$ cat config.mk
export PLATFORM = sky130hd
export DESIGN_NAME = ogg_page_header_parser
export DESIGN_NICKNAME = d
export VERILOG_FILES = /design/src/design/ogghp_pkg.sv /design/src/design/ogghp_in_reg.sv /design/src/design/ogghp_core.sv /design/src/design/ogghp_out_reg.sv /design/src/design/ogg_page_header_parser.sv
export SDC_FILE = /design/constraint.sdc
export NUM_CORES = 1
export LEC_CHECK = 0
export BUFFER_PORTS_ARGS = -buffer_cell sky130_fd_sc_hd__buf_2
export CAP_MARGIN = 20
export CORE_MARGIN = 10
export CORE_UTILIZATION = 35
export CTS_CLUSTER_SIZE = 10
export DETAILED_ROUTE_END_ITERATION = 7
export SLEW_MARGIN = 15
export SYNTH_ARGS = -nofsm -noshare
export SYNTH_HDL_FRONTEND = slang
export SYNTH_SLANG_ARGS = --single-unit
export TNS_END_PERCENT = 50
$ cat constraint.sdc
create_clock -name aclk -period 17.7 [get_ports aclk]
set_input_delay 3.54 -clock aclk [delete_from_list [all_inputs] [get_ports aclk]]
set_output_delay 3.54 -clock aclk [all_outputs]
set_load 0.05 [all_outputs]
$ cat src/design/ogghp_pkg.sv
package ogghp_pkg;

    localparam logic [8:0] HDR_LEN     = 9'd27;
    localparam logic [8:0] POS_VERSION = 9'd4;
    localparam logic [8:0] POS_FLAGS   = 9'd5;
    localparam logic [8:0] POS_GRAN    = 9'd6;
    localparam logic [8:0] POS_SER     = 9'd14;
    localparam logic [8:0] POS_SEQ     = 9'd18;
    localparam logic [8:0] POS_CRC     = 9'd22;
    localparam logic [8:0] POS_SEGS    = 9'd26;

    localparam logic [7:0] FLAG_RESERVED_MASK = 8'hF8;

    typedef enum logic [2:0] {
        ST_OK          = 3'd0,
        ST_EOS         = 3'd1,
        ST_IO          = 3'd2,
        ST_MALFORMED   = 3'd3,
        ST_UNSUPPORTED = 3'd4
    } status_t;

    typedef struct packed {
        logic [7:0] data_byte;
        logic       stream_end;
    } item_t;

    typedef struct packed {
        status_t     status;
        logic [2:0]  header_flags;
        logic [63:0] granule_position;
        logic [31:0] serial_number;
        logic [31:0] page_sequence;
        logic [7:0]  segment_count;
        logic [15:0] page_size;
    } result_t;

    // "OggS" capture pattern
    function automatic logic [7:0] capture_byte(input logic [1:0] idx);
        logic [7:0] val;
        unique case (idx)
            2'd0: val = 8'h4F;
            2'd1: val = 8'h67;
            2'd2: val = 8'h67;
            2'd3: val = 8'h53;
            default: val = 8'h00;
        endcase
        return val;
    endfunction

endpackage

$ cat src/design/ogghp_in_reg.sv
module ogghp_in_reg (
    input  logic            aclk,
    input  logic            aresetn,
    input  logic            s_valid,
    output logic            s_ready,
    input  logic [7:0]      s_data_byte,
    input  logic            s_stream_end,
    input  logic            take,
    output logic            item_valid,
    output ogghp_pkg::item_t item
);
    import ogghp_pkg::*;

    logic  valid_reg;
    item_t item_reg;

    assign s_ready    = !valid_reg || take;
    assign item_valid = valid_reg;
    assign item       = item_reg;

    always_ff @(posedge aclk) begin
        if (!aresetn) begin
            valid_reg <= 1'b0;
        end else if (s_ready) begin
            valid_reg <= s_valid;
        end
        if (s_valid && s_ready) begin
            item_reg.data_byte  <= s_data_byte;
            item_reg.stream_end <= s_stream_end;
        end
    end

endmodule

$ cat src/design/ogghp_core.sv
module ogghp_core (
    input  logic               aclk,
    input  logic               aresetn,
    input  logic               step,
    input  ogghp_pkg::item_t   item,
    output logic               res_valid,
    output ogghp_pkg::result_t res
);
    import ogghp_pkg::*;

    logic [8:0]  pos_reg, pos_next;
    logic        cap_reg, cap_next;
    logic [7:0]  ver_reg, ver_next;
    logic [7:0]  flag_reg, flag_next;
    logic [63:0] gran_reg, gran_next;
    logic [31:0] ser_reg, ser_next;
    logic [31:0] seq_reg, seq_next;
    logic [7:0]  seg_reg, seg_next;
    logic [15:0] lace_reg, lace_next;
    logic [7:0]  b;
    logic        clear;

    assign b = item.data_byte;

    always_comb begin
        pos_next  = pos_reg;
        cap_next  = cap_reg;
        ver_next  = ver_reg;
        flag_next = flag_reg;
        gran_next = gran_reg;
        ser_next  = ser_reg;
        seq_next  = seq_reg;
        seg_next  = seg_reg;
        lace_next = lace_reg;
        res_valid = 1'b0;
        res       = '0;
        clear     = 1'b0;

        if (item.stream_end) begin
            res_valid  = 1'b1;
            res.status = (pos_reg == '0) ? ST_EOS : ST_IO;
            clear      = 1'b1;
        end else if (pos_reg < HDR_LEN) begin
            // header bytes
            if (pos_reg < POS_VERSION) begin
                if (b != capture_byte(pos_reg[1:0])) begin
                    cap_next = 1'b0;
                end
            end else if (pos_reg == POS_VERSION) begin
                ver_next = b;
            end else if (pos_reg == POS_FLAGS) begin
                flag_next = b;
            end else if (pos_reg < POS_SER) begin
                gran_next = {b, gran_reg[63:8]};
            end else if (pos_reg < POS_SEQ) begin
                ser_next = {b, ser_reg[31:8]};
            end else if (pos_reg < POS_CRC) begin
                seq_next = {b, seq_reg[31:8]};
            end else if (pos_reg == POS_SEGS) begin
                seg_next = b;
            end
            pos_next = pos_reg + 9'd1;

            if (pos_reg == POS_SEGS) begin
                if (!cap_next) begin
                    res_valid  = 1'b1;
                    res.status = ST_MALFORMED;
                    clear      = 1'b1;
                end else if (ver_reg != 8'd0) begin
                    res_valid  = 1'b1;
                    res.status = ST_UNSUPPORTED;
                    clear      = 1'b1;
                end else if ((flag_reg & FLAG_RESERVED_MASK) != 8'd0) begin
                    res_valid  = 1'b1;
                    res.status = ST_MALFORMED;
                    clear      = 1'b1;
                end else if (b == 8'd0) begin
                    res_valid            = 1'b1;
                    res.status           = ST_OK;
                    res.header_flags     = flag_reg[2:0];
                    res.granule_position = gran_reg;
                    res.serial_number    = ser_reg;
                    res.page_sequence    = seq_reg;
                    res.segment_count    = 8'd0;
                    res.page_size        = {7'd0, HDR_LEN};
                    clear                = 1'b1;
                end
            end
        end else begin
            // lacing table
            lace_next = lace_reg + {8'd0, b};
            pos_next  = pos_reg + 9'd1;
            if (pos_next >= HDR_LEN + {1'b0, seg_reg}) begin
                res_valid            = 1'b1;
                res.status           = ST_OK;
                res.header_flags     = flag_reg[2:0];
                res.granule_position = gran_reg;
                res.serial_number    = ser_reg;
                res.page_sequence    = seq_reg;
                res.segment_count    = seg_reg;
                res.page_size        = {7'd0, HDR_LEN} + {8'd0, seg_reg} + lace_next;
                clear                = 1'b1;
            end
        end

        if (clear) begin
            pos_next  = '0;
            cap_next  = 1'b1;
            lace_next = '0;
        end
    end

    always_ff @(posedge aclk) begin
        if (!aresetn) begin
            pos_reg  <= '0;
            cap_reg  <= 1'b1;
            lace_reg <= '0;
        end else if (step) begin
            pos_reg  <= pos_next;
            cap_reg  <= cap_next;
            lace_reg <= lace_next;
        end
        if (step) begin
            ver_reg  <= ver_next;
            flag_reg <= flag_next;
            gran_reg <= gran_next;
            ser_reg  <= ser_next;
            seq_reg  <= seq_next;
            seg_reg  <= seg_next;
        end
    end

endmodule

$ cat src/design/ogghp_out_reg.sv
module ogghp_out_reg (
    input  logic               aclk,
    input  logic               aresetn,
    input  logic               load,
    input  ogghp_pkg::result_t res,
    output logic               m_valid,
    input  logic               m_ready,
    output logic [2:0]         m_status,
    output logic [2:0]         m_header_flags,
    output logic [63:0]        m_granule_position,
    output logic [31:0]        m_serial_number,
    output logic [31:0]        m_page_sequence,
    output logic [7:0]         m_segment_count,
    output logic [15:0]        m_page_size
);
    import ogghp_pkg::*;

    logic    valid_reg;
    result_t res_reg;

    assign m_valid            = valid_reg;
    assign m_status           = res_reg.status;
    assign m_header_flags     = res_reg.header_flags;
    assign m_granule_position = res_reg.granule_position;
    assign m_serial_number    = res_reg.serial_number;
    assign m_page_sequence    = res_reg.page_sequence;
    assign m_segment_count    = res_reg.segment_count;
    assign m_page_size        = res_reg.page_size;

    always_ff @(posedge aclk) begin
        if (!aresetn) begin
            valid_reg <= 1'b0;
        end else if (load) begin
            valid_reg <= 1'b1;
        end else if (m_ready) begin
            valid_reg <= 1'b0;
        end
        if (load) begin
            res_reg <= res;
        end
    end

endmodule

$ cat src/design/ogg_page_header_parser.sv
// the byte that ends the page is held in the input register; its result is held in the result register
// throughput: one byte per cycle; the input register and the result register decouple
// the two channels, and the parser steps whenever the result register is free or draining
// reset: aresetn synchronous, active low; clears both channel valids and the page position,
// so the block waits for the first header byte of a new page
module ogg_page_header_parser (
    input  logic        aclk,
    input  logic        aresetn,
    input  logic        s_valid,
    output logic        s_ready,
    input  logic [7:0]  s_data_byte,
    input  logic        s_stream_end,
    output logic        m_valid,
    input  logic        m_ready,
    output logic [2:0]  m_status,
    output logic [2:0]  m_header_flags,
    output logic [63:0] m_granule_position,
    output logic [31:0] m_serial_number,
    output logic [31:0] m_page_sequence,
    output logic [7:0]  m_segment_count,
    output logic [15:0] m_page_size
);
    import ogghp_pkg::*;

    logic    item_valid;
    item_t   item;
    logic    step;
    logic    res_valid;
    result_t res;

    assign step = item_valid && (!m_valid || m_ready);

    ogghp_in_reg u_in_reg (
        .aclk         (aclk),
        .aresetn      (aresetn),
        .s_valid      (s_valid),
        .s_ready      (s_ready),
        .s_data_byte  (s_data_byte),
        .s_stream_end (s_stream_end),
        .take         (step),
        .item_valid   (item_valid),
        .item         (item)
    );

    ogghp_core u_core (
        .aclk      (aclk),
        .aresetn   (aresetn),
        .step      (step),
        .item      (item),
        .res_valid (res_valid),
        .res       (res)
    );

    ogghp_out_reg u_out_reg (
        .aclk               (aclk),
        .aresetn            (aresetn),
        .load               (step && res_valid),
        .res                (res),
        .m_valid            (m_valid),
        .m_ready            (m_ready),
        .m_status           (m_status),
        .m_header_flags     (m_header_flags),
        .m_granule_position (m_granule_position),
        .m_serial_number    (m_serial_number),
        .m_page_sequence    (m_page_sequence),
        .m_segment_count    (m_segment_count),
        .m_page_size        (m_page_size)
    );

endmodule

==> summary.txt <==
Placed design
  – Number of buffers added on ports: 172
  – Post-DP HPWL: 18.94 mm
  – Gpl congestion: just over 0.8

Job
  – Max-Cap Viols: 0

Setup path
  – R2R Setup Slk: 12.92 ns
  – Crit Path Category: input pin to primary output
  – Critical Path Fanout Max: 4
  – Data required time of the worst path: 14.16 ns
  – Crit path DAT: 4.16 ns
  – CP endpoint kind: primary output
  – Crit path launch type: input pin

Synthesis
  – Syn Area/Cell: 15.10 um^2
  – Syn_nets: around 950
  – Ys async rst share: 0%
  – Count of cell types in the netlist: 62
  – Number of synthesized register bits: 347
  – Yosys top cell by area: edfxtp_1
  – XOR/XNOR Fraction of Synth Area: 2.422%
  – Ys flop type: edfxtp_1
  – Synth Instances: 910
  – Ys Warns: 0
  – Netlist Area Pre-Place: around 14000 um^2
  – Synthesized-area fraction occupied by adder cells: 2.932%
  – Seq/Total Area, Yosys: 73.80%
  – Synth area leaders: edfxtp_1 70%, and2_1 6.6%, dfxtp_1 4.1%
  – EDFF count, synth: ~320
  – Compound-Gate Fraction of Synth Area: 5.710%
  – Largest family of logic cells by synthesized area: simple AND/OR/NAND/NOR gates
  – Simple-Gate Fraction of Synth Area: 13.34%
  – Post-synth top area share: a little over two thirds
  – Post-synthesis mux area share: 0%

Routing
  – Violation count after the first detailed-route iteration: 481
  – DR pass1 iterations: 5
  – Detail Route Antenna Nets: 0
  – Drt total wl: 29.04 mm
  – Vias: 7742
  – Drt drc: 0
  – Vias per std cell: 4.726
  – Drt wl/cell: 17.73 um

CTS
  – Number of setup buffers added after CTS: 0
  – CTS resizes: 0
  – Clk root buf: clkbuf_16
  – Num CTS Buffers: between 40 and 50
  – Clock Tree Buf Depth: 3
  – Clock latency on the worst-skew pair: around 0.56 ns
  – Hold buffers post-CTS: 0
  – H-tree depth: 2
  – Register clock-pin slew on the reported worst setup and hold paths: 0.05 ns
  – Clk sinks: 347
  – CTS tree: done

Timing
  – Final Max Tran Viols: 0
  – Fin crit share: about 43%
  – Final setup fails: 0
  – Fin Clk Skew: 0.02571 ns
  – Max Fclk: 129.9 MHz
  – Hold Vio Cnt, Final: 0
  – Slew HR: roughly 29%
  – Hold_ws: 0.4320 ns
  – Unrepaired setup endpoints after global routing: false
  – Measured slew at the worst slew-check pin: approximately 1.1 ns
  – Post-route setup TNS: 0 ns
  – Final min period: 7.697 ns

Status
  – Status: completed

Final layout
  – Share of post-route cells with drive strength above 1: 22.77%
  – Storage element area: 10140 um^2
  – Fillers: 3569
  – Multi-input logic area: 3387 um^2
  – Nets: 1151
  – ANT cells: 0
  – Syn-to-layout area delta: 19.79%

Power and ir drop
  – Power per cell area: between 100 and 150 nW/um^2
  – P_leak: roughly 0.0064 uW
  – Worst VDD drop: 0.05822 mV

Floorplanning
  – Die area: roughly 48000 um^2
  – CORE AREA: 38740 um^2
  – Die H: 218.1 um
  – Ports: 173
  – Die width: 218.1 um
  – # rows: 72
  – Initial core utilization: 35.47%

GRT
  – Total congestion overflow: 0
  – Antenna violations before repair: 1
  – Largest net degree at the start of global routing: 132
  – Global-route wire length before repair: roughly 44 mm
  – GRT Resource Usage Total: 11.93%
  – Vias in the first global route: 7790

Min path
  – HP Class: register to register
-- cells by family (layout without fill, tap and decap cells) --
group / Yosys count / count (layout)
AO/OA/AOI/OAI: 115 / 115
adder cells (fa/ha/maj): 31 / 31
AND/OR/NAND/NOR: 323 / 323
XOR/XNOR: 38 / 38
flip-flops: 347 / 347
buffers and inverters: 56 / 266
-- power breakdown --
part           switching (uW)  internal (uW)  leakage [uW]  total (uW)
sequential               7.64            893       0.00345         900
combinational            27.0           10.4       0.00234        37.4
clock                     305            459      0.000588         764
total                     340           1360       0.00637        1700
-- cell usage in the layout (no fill, tap or decap), types with 10 or more instances in the layout --
cell,count
a21oi_1,28
nand3_1,25
and2_1,144
buf_4,10
nand2_1,41
xor2_1,14
buf_2,172
ha_1,29
inv_1,24
o21ai_0,18
xnor2_1,24
dfxtp_1,28
nor2_1,40
nor3_1,12
clkbuf_16,45
edfxtp_1,319
-- cell type report --
| type | count | area share, % |
|---|---|---|
| multi-input cells | 507 | 20.58 |
| clock buffers | 52 | 7.123 |
| flip-flops and latches | 347 | 61.61 |
| inverters | 25 | 0.5702 |
| repair buffers | 184 | 6.021 |
| well taps | 518 | 3.938 |
| clock inverters | 5 | 0.1596 |
-- metrics by stage --
stage               worst slack [ns]  power (uW)  area (um^2)  cells  util, %
CTS                            9.998        1729        16400   1636    42.33
floorplan                      6.112       942.2        13740    910        -
detailed placement             10.01       955.0        15200   1579    39.24
finish                         10.00        1701        16460   1638    42.49
global route                   9.923        1763        16460   1638    42.49
global placement               10.01       954.2        15200   1579    39.24
-- cell usage after synthesis, types with 7 or more instances --
| library cell | count |
|---|---|
| o21ai_0 | 18 |
| nand2_1 | 41 |
| nand3_1 | 25 |
| buf_2 | 8 |
| nor3_1 | 14 |
| nor2b_1 | 8 |
| dfxtp_1 | 28 |
| edfxtp_1 | 319 |
| ha_1 | 29 |
| clkbuf_1 | 16 |
| and2_1 | 144 |
| nor2_1 | 41 |
| xnor2_1 | 24 |
| a21o_1 | 8 |
| inv_1 | 24 |
| a21oi_1 | 29 |
| o21a_1 | 7 |
| xor2_1 | 14 |
-- worst paths after layout --
path | from | to | cells after the start
setup reg to reg | u_core.pos_reg[1]$_SDFFE_PN0P_ | u_out_reg.m_granule_position[13]$_SDFFCE_PP0P_ | 13
setup / recovery | m_ready | s_ready | 4
hold / removal | u_core.seq_reg[28]$_DFFE_PP_ | u_core.seq_reg[20]$_DFFE_PP_ | 0
hold reg to reg | u_core.seq_reg[28]$_DFFE_PP_ | u_core.seq_reg[20]$_DFFE_PP_ | 0
-- worst max-delay path: stages --
cell	delay (ns)
buf_2	0.10
nor2b_1	0.20
nand2_1	0.09
buf_2	0.22
-- metal layers --
metal / vias up / GRT usage, % / share of wire (%)
li1: 3729 / - / -
met1: 3752 / 14.92 / 44
met2: 197 / 18.87 / 46
met3: 62 / 3.066 / 6.5
met4: 2 / 6.017 / 3.7
met5: - / 0 / 0.045
Power figures use the tool's default switching activity.
